===== config.mk =====
export PLATFORM = sky130hd
export DESIGN_NAME = cubic_ease_tween_scalar_unit
export DESIGN_NICKNAME = d
export VERILOG_FILES = /design/src/rtl/cet_pkg.sv /design/src/rtl/cubic_ease_tween_scalar_unit.sv
export SDC_FILE = /design/constraint.sdc
export NUM_CORES = 1
export LEC_CHECK = 0
export BUFFER_PORTS_ARGS = -buffer_cell sky130_fd_sc_hd__buf_2
export CAP_MARGIN = 20
export CORE_MARGIN = 10
export CORE_UTILIZATION = 30
export DETAILED_ROUTE_END_ITERATION = 7
export GPL_TIMING_DRIVEN = 0
export REMOVE_ABC_BUFFERS = 1
export SLEW_MARGIN = 20
export SYNTH_ARGS = -nofsm -noshare
export SYNTH_HDL_FRONTEND = slang
export SYNTH_SLANG_ARGS = --single-unit

===== constraint.sdc =====
create_clock -name clk_i -period 18.15 [get_ports clk_i]
set_input_delay 2.7225 -clock clk_i [delete_from_list [all_inputs] [get_ports clk_i]]
set_output_delay 2.7225 -clock clk_i [all_outputs]
set_load 0.005 [all_outputs]

===== src/rtl/cet_pkg.sv =====
// Shared types and constants for the cubic ease-in-out tween unit.
// No dependencies.
package cet_pkg;

  // Ratio and ease fraction precision (unsigned Q0.16 / Q1.16).
  localparam int unsigned FracBits  = 16;
  // Multiplier digit size and the digit shift register length.
  localparam int unsigned DigitBits = 4;
  localparam int unsigned MulBBits  = 20;
  // Digits per multiply: 16-bit operand, then the 17-bit ease fraction.
  localparam logic [3:0]  CubeDigits  = 4'd4;
  localparam logic [3:0]  ScaleDigits = 4'd5;
  localparam logic [3:0]  DivSteps    = 4'd15;
  localparam logic [16:0] FracOne     = 17'h10000;

  localparam logic OP_TICK     = 1'b0;
  localparam logic OP_RETARGET = 1'b1;

  typedef enum logic [5:0] {
    ST_IDLE  = 6'b000001,
    ST_DIV   = 6'b000010,
    ST_SQR   = 6'b000100,
    ST_CUBE  = 6'b001000,
    ST_SCALE = 6'b010000,
    ST_FIN   = 6'b100000
  } state_e;

endpackage


===== src/rtl/cubic_ease_tween_scalar_unit.sv =====
// Cubic ease-in-out tween of one signed Q16.16 value, digit-serial datapath.
// Depends on cet_pkg.

// One item is taken at a time. A retarget, a tick while idle, and the tick that
// ends an animation go straight from the input transfer to the finish state. Any
// other tick runs the radix-2 ratio divider, the radix-16 square and cube, and
// the radix-16 scale by the ease fraction; the finish state then loads the
// output register once it is free. The output register holds a
// result until its transfer; the next input is taken once the previous result
// is in that register. current_value_o is the eased value after the item and
// done_res_o is set when no animation is running.
module cubic_ease_tween_scalar_unit #(
  parameter int unsigned VALUE_WIDTH = 32,
  parameter int unsigned TICK_WIDTH  = 16
) (
  input  logic                          clk_i,
  input  logic                          rst_ni,
  input  logic                          in_valid_i,
  output logic                          in_ready_o,
  input  logic                          operation_i,
  input  logic signed [VALUE_WIDTH-1:0] target_value_i,
  input  logic        [TICK_WIDTH-1:0]  duration_ticks_i,
  output logic                          out_valid_o,
  input  logic                          out_ready_i,
  output logic signed [VALUE_WIDTH-1:0] current_value_o,
  output logic                          done_res_o
);
  import cet_pkg::*;

  localparam int unsigned AW = (VALUE_WIDTH > 32) ? VALUE_WIDTH : 32;
  localparam int unsigned PW = AW + MulBBits;

  state_e state_q, state_d;

  logic signed [VALUE_WIDTH-1:0] start_q, start_d;
  logic signed [VALUE_WIDTH-1:0] end_q, end_d;
  logic signed [VALUE_WIDTH-1:0] cur_q, cur_d;
  logic [TICK_WIDTH-1:0]         len_q, len_d;
  logic [TICK_WIDTH-1:0]         pos_q, pos_d;

  logic [TICK_WIDTH:0]   rem_q, rem_d;
  logic [FracBits-1:0]   quo_q, quo_d;
  logic [3:0]            cnt_q, cnt_d;
  logic                  hi_q, hi_d;
  logic                  up_q, up_d;
  logic [FracBits-1:0]   x_q, x_d;
  logic [AW-1:0]         mul_a_q, mul_a_d;
  logic [MulBBits-1:0]   mul_b_q, mul_b_d;
  logic [PW-1:0]         acc_q, acc_d;

  logic                          out_valid_q, out_valid_d;
  logic signed [VALUE_WIDTH-1:0] out_value_q, out_value_d;
  logic                          out_done_q, out_done_d;

  logic                   in_xfer;
  logic [TICK_WIDTH-1:0]  pos_inc;
  logic [TICK_WIDTH:0]    rem_dbl;
  logic                   quo_bit;
  logic [16:0]            x_wide;
  logic [DigitBits-1:0]   digit;
  logic [AW+3:0]          partial;
  logic [PW-1:0]          acc_sum;
  logic [15:0]            cube_hi;
  logic [16:0]            frac;
  logic                   up_now;
  logic [VALUE_WIDTH-1:0] mag;
  logic [VALUE_WIDTH-1:0] step;
  logic                   out_free;

  assign in_ready_o = (state_q == ST_IDLE);
  assign in_xfer    = in_valid_i && in_ready_o;
  assign out_free   = !out_valid_q || out_ready_i;

  assign pos_inc = pos_q + TICK_WIDTH'(1);

  // Restoring divide step: remainder stays below len, so the doubled value fits.
  assign rem_dbl = {rem_q[TICK_WIDTH-1:0], 1'b0};
  assign quo_bit = (rem_dbl >= {1'b0, len_q});

  // Digit-serial multiply, most significant digit first.
  assign digit   = mul_b_q[MulBBits-1 -: DigitBits];
  assign partial = {{DigitBits{1'b0}}, mul_a_q} * {{AW{1'b0}}, digit};
  assign acc_sum = {acc_q[PW-DigitBits-1:0], {DigitBits{1'b0}}}
                   + {{(PW-AW-DigitBits){1'b0}}, partial};

  // Mirrored operand reaches 0.5, whose cube term is 2^15.
  assign x_wide  = FracOne - {1'b0, quo_d};
  assign cube_hi = acc_sum[45:30];
  assign frac    = hi_q ? (FracOne - {1'b0, cube_hi}) : {1'b0, cube_hi};
  assign up_now  = (end_q >= start_q);
  assign mag     = up_now ? VALUE_WIDTH'(end_q - start_q) : VALUE_WIDTH'(start_q - end_q);
  assign step    = acc_sum[VALUE_WIDTH+FracBits-1:FracBits];

  always_comb begin
    state_d     = state_q;
    start_d     = start_q;
    end_d       = end_q;
    cur_d       = cur_q;
    len_d       = len_q;
    pos_d       = pos_q;
    rem_d       = rem_q;
    quo_d       = quo_q;
    cnt_d       = cnt_q;
    hi_d        = hi_q;
    up_d        = up_q;
    x_d         = x_q;
    mul_a_d     = mul_a_q;
    mul_b_d     = mul_b_q;
    acc_d       = acc_q;
    out_valid_d = out_valid_q && !out_ready_i;
    out_value_d = out_value_q;
    out_done_d  = out_done_q;

    unique case (state_q)
      ST_IDLE: begin
        if (in_xfer) begin
          state_d = ST_FIN;
          if (operation_i == OP_RETARGET) begin
            // cur_q is the value shown after the last item, so no jump.
            start_d = cur_q;
            end_d   = target_value_i;
            len_d   = duration_ticks_i;
            pos_d   = '0;
            if (duration_ticks_i == '0) begin
              cur_d = target_value_i;
            end
          end else if (len_q != '0) begin
            if (pos_inc == len_q) begin
              len_d = '0;
              cur_d = end_q;
            end else begin
              pos_d   = pos_inc;
              rem_d   = {1'b0, pos_inc};
              quo_d   = '0;
              cnt_d   = '0;
              state_d = ST_DIV;
            end
          end
        end
      end

      ST_DIV: begin
        rem_d = quo_bit ? (rem_dbl - {1'b0, len_q}) : rem_dbl;
        quo_d = {quo_q[FracBits-2:0], quo_bit};
        cnt_d = cnt_q + 4'd1;
        if (cnt_q == DivSteps) begin
          // Mirror the upper half so the cube always runs on a value <= 0.5.
          hi_d    = quo_d[FracBits-1];
          x_d     = quo_d[FracBits-1] ? x_wide[FracBits-1:0] : quo_d;
          mul_a_d = AW'(x_d);
          mul_b_d = {x_d, {DigitBits{1'b0}}};
          acc_d   = '0;
          cnt_d   = '0;
          state_d = ST_SQR;
        end
      end

      ST_SQR: begin
        acc_d   = acc_sum;
        mul_b_d = mul_b_q << DigitBits;
        cnt_d   = cnt_q + 4'd1;
        if (cnt_q == CubeDigits - 4'd1) begin
          mul_a_d = AW'(acc_sum[31:0]);
          mul_b_d = {x_q, {DigitBits{1'b0}}};
          acc_d   = '0;
          cnt_d   = '0;
          state_d = ST_CUBE;
        end
      end

      ST_CUBE: begin
        acc_d   = acc_sum;
        mul_b_d = mul_b_q << DigitBits;
        cnt_d   = cnt_q + 4'd1;
        if (cnt_q == CubeDigits - 4'd1) begin
          up_d    = up_now;
          mul_a_d = AW'(mag);
          mul_b_d = {3'b0, frac};
          acc_d   = '0;
          cnt_d   = '0;
          state_d = ST_SCALE;
        end
      end

      ST_SCALE: begin
        acc_d   = acc_sum;
        mul_b_d = mul_b_q << DigitBits;
        cnt_d   = cnt_q + 4'd1;
        if (cnt_q == ScaleDigits - 4'd1) begin
          // Step is truncated toward start.
          cur_d   = up_q ? (start_q + $signed(step)) : (start_q - $signed(step));
          cnt_d   = '0;
          state_d = ST_FIN;
        end
      end

      ST_FIN: begin
        if (out_free) begin
          out_valid_d = 1'b1;
          out_value_d = cur_q;
          out_done_d  = (len_q == '0);
          state_d     = ST_IDLE;
        end
      end

      default: state_d = ST_IDLE;
    endcase
  end

  always_ff @(posedge clk_i or negedge rst_ni) begin
    if (!rst_ni) begin
      state_q     <= ST_IDLE;
      start_q     <= '0;
      end_q       <= '0;
      cur_q       <= '0;
      len_q       <= '0;
      pos_q       <= '0;
      cnt_q       <= '0;
      out_valid_q <= 1'b0;
    end else begin
      state_q     <= state_d;
      start_q     <= start_d;
      end_q       <= end_d;
      cur_q       <= cur_d;
      len_q       <= len_d;
      pos_q       <= pos_d;
      cnt_q       <= cnt_d;
      out_valid_q <= out_valid_d;
    end
  end

  always_ff @(posedge clk_i) begin
    rem_q       <= rem_d;
    quo_q       <= quo_d;
    hi_q        <= hi_d;
    up_q        <= up_d;
    x_q         <= x_d;
    mul_a_q     <= mul_a_d;
    mul_b_q     <= mul_b_d;
    acc_q       <= acc_d;
    out_value_q <= out_value_d;
    out_done_q  <= out_done_d;
  end

  assign out_valid_o     = out_valid_q;
  assign current_value_o = out_value_q;
  assign done_res_o      = out_done_q;

`ifndef SYNTHESIS
  a_pos_below_len: assert property (@(posedge clk_i) disable iff (!rst_ni)
    (len_q != '0) |-> (pos_q < len_q))
    else $error("tick position reached the animation length while running");

  a_accept_leaves_idle: assert property (@(posedge clk_i) disable iff (!rst_ni)
    in_xfer |=> (state_q != ST_IDLE))
    else $error("accepted item did not start processing");

  a_fin_loads_output: assert property (@(posedge clk_i) disable iff (!rst_ni)
    ((state_q == ST_FIN) && !out_valid_q) |=> (out_valid_q && (state_q == ST_IDLE)))
    else $error("finished result not loaded into the output register");

  a_mul_count: assert property (@(posedge clk_i) disable iff (!rst_ni)
    ((state_q == ST_SQR) || (state_q == ST_CUBE)) |-> (cnt_q < CubeDigits))
    else $error("multiply digit counter overran");
`endif

endmodule

; ---- Word level (Yosys, flattened, before mapping)
; Index checks and enable logic that the tools add are counted.
[totals]
latchBits = 0
mem_count = 0
ramBits = 0
romBits = 0
ff_bits = 318
[op_classes]
bitwise = 0
n_eq_ne = 23
mul = 1
muxes = 59
div = 0
order_cmp = 2
shifts = 0
addsub = 10
reduce_logical = 30
[ops]
columns = operator, n
row1 = 2-to-1 mux 32 bit, 11
row2 = 2-to-1 mux 16 bit, 16
row3 = case mux 44 bit (3 select lines), 1
row4 = case mux 32 bit (3 select lines), 1
row5 = subtractor 32 bit, 3
row6 = 2-to-1 mux 44 bit, 2
row7 = case mux 20 bit (4 select lines), 1
row8 = case mux 16 bit (2 select lines), 2
row9 = case mux 32 bit (2 select lines), 1
row10 = 2-to-1 mux 20 bit, 3
row11 = 2-to-1 mux 6 bit, 9
row12 = adder 48 x 36 -> 48 bit, 1
row13 = multiplier 32 x 4 -> 36 bit, 1
row14 = case mux 6 bit (6 select lines), 1
row15 = adder 32 bit, 1
row16 = greater-or-equal comparator 32 bit, 1
row17 = logical NOT 16 bit, 2
row18 = 2-to-1 mux 4 bit, 7
row19 = greater-or-equal comparator 17 x 16 -> 1 bit, 1
row20 = 2-to-1 mux 17 bit, 1
row21 = "subtractor 17 x 16 -> 17 bit, first input constant", 1
row22 = "adder 16 x 1 -> 16 bit, second input constant", 1
row23 = == test 16 bit, 1
row24 = "!= test 2 bit, second input constant", 8
row25 = 30 further kinds, 48

; ---- Logic depth before layout (Yosys ltp)
; Gate-level depths: netlist of the first run.
[depth]
depth_word = 11
ltp_mapped = 34
depth_no_buf = 32

; ---- Worst setup path after synthesis of the first run
; No wires, ideal clock.
[synth_path]
path_type = register to register
start = register mul_b_q[19]
end = register cur_q[31]
path_buffers = 2
setup_slack_ps = 10292
path_stages_with_launch = 34
arrival_ps = 7731
synth_period_minus_slack_ps = 7858
cell_sequence = edfxtp_1 > clkbuf_1 > and2_1 > fa_1 > fa_1 > inv_1 > fa_1 > inv_1 > ha_1 > a211oi_1 > o211ai_1 > a21oi_1 > o221ai_1 > xnor2_1 > and4_1 > and2_1 > and3_1 > and3_1 > clkbuf_1 > nor2_1 > xnor2_1 > ha_1 > a2111o_1 > o221ai_1 > nor3_1 > a211oi_1 > o31ai_1 > nand3_1 > a31oi_1 > a211o_1 > a311oi_1 > xnor2_1 > xnor2_1 > o21ai_0
[synth_between]
elab_chain_len = 6
word_cells_on_any_way = 7
cone_classes = add/sub (3) / mul (1) / mux (3)
[synth_lines]
columns = item, line_no
row1 = from (decl), cubic_ease_tween_scalar_unit.sv:48  ; logic [MulBBits-1:0] mul_b_q, mul_b_d;
row2 = from (signal assigned), cubic_ease_tween_scalar_unit.sv:239  ; mul_b_q <= mul_b_d;
row3 = multiplier 32 x 4 -> 36 bit *, cubic_ease_tween_scalar_unit.sv:82  ; assign partial = {{DigitBits{1'b0}}, mul_a_q} * {{AW{1'b0}}, digit};
row4 = adder 48 x 36 -> 48 bit *, cubic_ease_tween_scalar_unit.sv:84  ; + {{(PW-AW-DigitBits){1'b0}}, partial};
row5 = subtractor 32 bit or adder 32 bit (tied branches), cubic_ease_tween_scalar_unit.sv:191  ; cur_d = up_q ? (start_q + $signed(step)) : (start_q - $signed(step));
row6 = 2-to-1 mux 32 bit *, cubic_ease_tween_scalar_unit.sv:191
row7 = 2-to-1 mux 32 bit *, cubic_ease_tween_scalar_unit.sv:189  ; if (cnt_q == ScaleDigits - 4'd1) begin
row8 = case mux 32 bit (2 select lines) *, cubic_ease_tween_scalar_unit.sv:114  ; unique case (state_q)
row9 = to (signal assigned), cubic_ease_tween_scalar_unit.sv:224  ; cur_q <= cur_d;
row10 = to (decl), cubic_ease_tween_scalar_unit.sv:37  ; logic signed [VALUE_WIDTH-1:0] cur_q, cur_d;
; Every way passes the cells marked *; elsewhere a longest branch is shown, timed or not. The select of a mux whose other input is x is not followed.
; A chain may end at the register's enable or synchronous reset.

; ---- Worst setup path after layout of the first run
; Same ends and word-level chain as after synthesis.

==> impl_metrics.toml, run 1 <==
[outcome]
status = "finished, final reports clean"

[die]
num_rows = 109
die_y_um = 317.4
die_area_um2 = 100700
initial_core_util = 0.3012
io_pins = 88
die_x_um = 317.4
coreArea_um2 = 88100

[yosys]
yosysMostFrequentCell = "nand2_1"
synth.distinct_cells = 94
ys_top_cells_by_area = "edfxtp_1, dfrtp_1, ha_1"
syn_area_per_cell_um2 = 8.714
synth-main-ff-cell = "edfxtp_1"
yosysTopAreaCellShare = 0.1845
yosysTopAreaCell = "edfxtp_1"
yosys_warnings = 0
synth_async_sr_flop_share = 0.4371
synth_common_cells = "nand2_1, o21ai_0, inv_1"
ys_seq_area_frac = 0.3277
netlist_area_um2 = 26530
ys_ff_latch = 318
synth_edf_count = 163
synthCells = 3045

[critical_path]
reg2reg_depth = 31
worstPathMaxFanout = 32
slowest_delay_ns = 1.06
start_kind = "flip-flop"
end_kind = "flip-flop"
arrival_ns = 11.11
slowest_stage = "edfxtp_1"
critPathMostFrequentCell = "xnor2_1"
critical_path_class = "flip-flop to flip-flop"
cp_data_required_time_ns = 18.60
timing.rr.end = "cur_q[31]"
rrSetupSlack_ns = 7.49
r2r-start = "mul_b_q[19]"

[detailed_routing]
avgViaCountPerCell = 5.362
dr.pass1.iters = 5
wl_um = 81510
ant_nets = 0
drc = 0
wl_per_cell_um = 19.28
drt_iter0_markers = 1872
vias = 22670

[cts]
cts_max_level = 2
postCtsHoldBufs = 0
cts.path.max_buffers = 3
insertion_delay_ns = 0.57
cts_buffers = 37
cts-root-buf = "clkbuf_16"
cts.sink_count = 318
post_cts_buffers = 0
cts_tree = "built"
clk_pin_slew_ns = 0.07
cts_resized = 0

[grt]
grt_max_degree = 73
grt_antenna_before_repair = 2
overflow = 0
grt_use_total = 0.1580
grt_pass1_wl_um = 127600
grt_pass1_vias = 21920

[sta]
final_max_slew_viol_count = 0
rsz0062_at_grt = "false"
worst_slew_pin_slew_ns = 1.116
finalCriticalPeriod_ns = 10.66
skew_ns = 0.01568
setup_tns_ns = 0
fmax_mhz = 93.78
relSlewSlack = 0.2493
hold_viol_final = 0
min_period_over_period = 0.5875
setup_viol = 0

[min_path]
min_path_cells = 0
hp-class = "flip-flop to flip-flop"
holdCritStartpoint = "cur_q[1]"
worstHoldEndpoint = "current_value_o[1]"

[finish]
drive_gt1_frac = 0.08067
finalNetCount = 3344
area_growth_syn_to_layout_pct = 12.35

[place]
dp_hpwl_um = 62550
portBuffers = 87
gp_congestion = 0.9581

[run]
maxCapViolCount = 0
## kinds of logic (layout without fill, tap and decap cells)
kind of cell / after synthesis / count (layout) / share of synthesized area
mux: 35 / 35 / 0.01382
compound gates: 908 / 908 / 0.2173
flops: 318 / 318 / 0.3277
fa+ha+maj: 258 / 258 / 0.1485
simple gates: 924 / 924 / 0.1708
buf+inv: 419 / 436 / 0.06097
other cells: 0 / 1 / 0
xor+xnor: 183 / 183 / 0.06093
## worst max-delay path by stage
stage,slack [ns],start,endpoint,cells after the start
6_report,7.49,mul_b_q[19],cur_q[31],31
5_1_grt,7.04,mul_b_q[19],cur_q[31],31
4_1_cts,7.51,mul_b_q[19],cur_q[31],31
3_5_place_dp,7.69,mul_b_q[19],cur_q[31],31
3_3_place_gp,6.48,operation_i,end_q[31],4
2_1_floorplan,10.27,mul_b_q[19],cur_q[31],31
## placed cells by master, fill, tap and decap left out, drive strengths merged, types with 95 or more instances in the layout
cell type and instances:
dfrtp 138, edfxtp 163, nor2 193, and2 140, nand2 314, fa 95, ha 163, a21oi 223
inv 258, xnor2 132, o21ai 272, buf 114
## routing by layer
layer,global-route usage,wire length [um],up-vias
li1,-,-,10760
met1,0.2145,36800,11110
met2,0.2596,37750,691
met3,0.02167,4708,107
met4,0.04547,2235,2
met5,0,17,-
## metrics by stage
step                        util  instance area, um2  setup WS (ns)  hold slack, ns  instances
after global placement    0.3151               27760          6.485          0.4598       4132
after floorplan                -               25870          10.27          0.4463       2880
final                     0.3383               29810          7.487          0.4762       4228
after detailed placement  0.3225               28410          7.689          0.4607       4159
after CTS                 0.3381               29790          7.510          0.4757       4227
after global routing      0.3383               29810          7.037          0.4948       4227
## sequential cells by signal, summed over array words and instances (netlist names)
name and flops:
acc_q 44, cnt_q 4, cur_q 32, current_value_o 32
done_res_o 1, end_q 32, hi_q 1, len_q 16
mul_a_q 32, mul_b_q 20, out_valid_o 1, pos_q 16
quo_q 16, rem_q 16, start_q 32, state_q 6
up_q 1, x_q 16
## worst max-delay path: cells and delay by family, from the launching register on
family | cells | cell delay, ns
xor+xnor | 4 | 1.47
fa+ha+maj | 5 | 2.16
flops | 1 | 1.06
simple gates | 8 | 1.63
compound gates | 12 | 4.05
buf+inv | 2 | 0.14
## area by class of cell
class                   count  area, um2
inverters                 254      953.4
flip-flops and latches    318       8696
multi-input cells        2308      16370
diodes                      1      2.502
well taps                1165       1458
fillers                  9180      58290
clock buffers              45       1040
repair buffers            114      950.9
clock inverters            23      340.3
Power of run 1 is not shown: default switching activity piles up to over one toggle a cycle in this logic, so the estimate is an artifact.
==> inputs of run 2 (changes only) <==
Settings changed: ABC_AREA set to 1.
Clock period 18.15 ns to 11.1 ns, I/O delays scaled along.
==> run 2 against run 1 <==
Die area increased by 5.3%. Clock skew increased by 0.019 ns. Fmax increased by 15%. Utilization increased by 0.12 points. Clock-buffer cell count increased by 6. Flip-flop and latch count unchanged.
==> impl_metrics.toml, run 2 <==
[outcome]
status = "finished, final reports clean"

[detailed_routing]
wl_um = 92900
ant_nets = 0
vias = 25870
dr.pass1.iters = 7
drt_iter0_markers = 2307
avgViaCountPerCell = 4.968
drc = 0
wl_per_cell_um = 17.84

[grt]
grt_pass1_vias = 24560
overflow = 0
grt_use_total = 0.1696
grt_pass1_wl_um = 144100
grt_max_degree = 73
grt_antenna_before_repair = 0

[die]
io_pins = 88
initial_core_util = 0.3014
die_x_um = 325.8
coreArea_um2 = 93050
num_rows = 112
die_y_um = 325.8
die_area_um2 = 106100

[place]
dp_hpwl_um = 74910
portBuffers = 87
gp_congestion = 0.9492

[critical_path]
start_kind = "flip-flop"
critical_path_class = "flip-flop to flip-flop"
end_kind = "flip-flop"
worstPathMaxFanout = 20
cp_data_required_time_ns = 11.63
slowest_delay_ns = 0.83
critPathMostFrequentCell = "nand2_1"
arrival_ns = 9.83
slowest_stage = "edfxtp_1"

[finish]
area_growth_syn_to_layout_pct = 12.65
top_register = "acc_q"
finalNetCount = 4234
largest_reg_flops = 44
mostFrequentLayoutCell = "nand2_1"
mostFrequentLayoutCells = "nand2_1, inv_1, nor2_1, o21ai_0, a21oi_1"
drive_gt1_frac = 0.07006
n_antenna_cell = 0

[yosys]
synth_async_sr_flop_share = 0.4371
yosys_warnings = 0
syn_area_per_cell_um2 = 7.250
synth.distinct_cells = 71
yosysMostFrequentCell = "nand2_1"
netlist_area_um2 = 28050
ys_ff_latch = 318
synth_edf_count = 163
yosysTopAreaCell = "edfxtp_1"
synth_common_cells = "nand2_1, inv_1, nor2_1"
ys_top_cells_by_area = "edfxtp_1, dfrtp_1, nand2_1"
yosysTopAreaCellShare = 0.1745
synth-main-ff-cell = "edfxtp_1"
synthCells = 3869
ys_seq_area_frac = 0.3100

[sta]
fmax_mhz = 107.5
final_max_slew_viol_count = 0
skew_ns = 0.03422
setup_viol = 0
relSlewSlack = 0.3365
setup_tns_ns = 0
whs_ns = 0.4464
hold_viol_final = 0
worst_slew_pin_slew_ns = 0.9923
rsz0062_at_grt = "false"
finalCriticalPeriod_ns = 9.307
min_period_over_period = 0.8384

[min_path]
hp-class = "flip-flop to flip-flop"

[cts]
cts-root-buf = "clkbuf_16"
cts_max_level = 2
cts.sink_count = 318
post_cts_buffers = 0
clk_pin_slew_ns = 0.06
cts.path.max_buffers = 3
insertion_delay_ns = 0.60
cts_tree = "built"
postCtsHoldBufs = 0
cts_buffers = 39
cts_resized = 0

[run]
maxCapViolCount = 0
[run 2: changes by cell type in the layout (fill, tap and decap cells not counted), moves of 56 or more]
cell,delta
and2_1,-131
nor2_1,+196
inv_1,+408
nand2_1,+558
nand3_1,+165
a21o_1,-56
xnor2_1,-101
xor2_1,+66
[run 2: layout make-up]
type | instances | area (um2)
inverters | 674 | 2532
clock inverters | 21 | 301.5
fillers | 10120 | 61450
well taps | 1254 | 1569
multi-input cells | 2773 | 16500
repair buffers | 117 | 894.6
flip-flops and latches | 318 | 8695
clock buffers | 51 | 1105
[run 2: stage by stage]
stage	setup WS, ns	std cells	util	instance area (um2)
global placement	0.1466	5106	0.3185	29640
finish	1.793	5208	0.3396	31600
detailed placement	2.078	5135	0.3242	30170
CTS	2.048	5207	0.3393	31570
floorplan	4.328	3765	-	27640
global route	1.243	5208	0.3396	31600
[run 2: final timing paths]
check                             from                  to  slack [ns]  cells past startpoint
hold / removal                cur_q[9]  current_value_o[9]        0.45                      0
max in group asynchronous       rst_ni          state_q[0]        9.26                      2
setup / recovery           mul_b_q[17]           cur_q[29]        1.79                     39
hold reg to reg               cur_q[9]  current_value_o[9]        0.45                      0
min in group asynchronous       rst_ni           end_q[22]        1.04                      1
setup reg to reg           mul_b_q[17]           cur_q[29]        1.79                     39
[run 2: cells by family after synthesis]
logic type	share of synthesized area
multiplexers	0.01204
AO/OA/AOI/OAI	0.1456
XOR/XNOR	0.04697
flip-flops	0.3100
buffers and inverters	0.1050
AND/OR/NAND/NOR	0.2398
adder cells (fa/ha/maj)	0.1405
[run 2: worst max-delay path: cells and delay by family (launching register included)]
family,cells,cell delay (ns)
adder cells (fa/ha/maj),5,2.41
AO/OA/AOI/OAI,8,1.80
AND/OR/NAND/NOR,18,2.59
XOR/XNOR,2,1.02
flip-flops,1,0.83
buffers and inverters,6,0.61
[run 2: metal layers]
layer	up-vias	wire length, um	track usage
li1	12670	-	-
met1	12350	43690	0.2411
met2	747	41820	0.2716
met3	104	5204	0.01830
met4	0	2191	0.04310
met5	-	0	0
Power of run 2 is left out for the same reason.
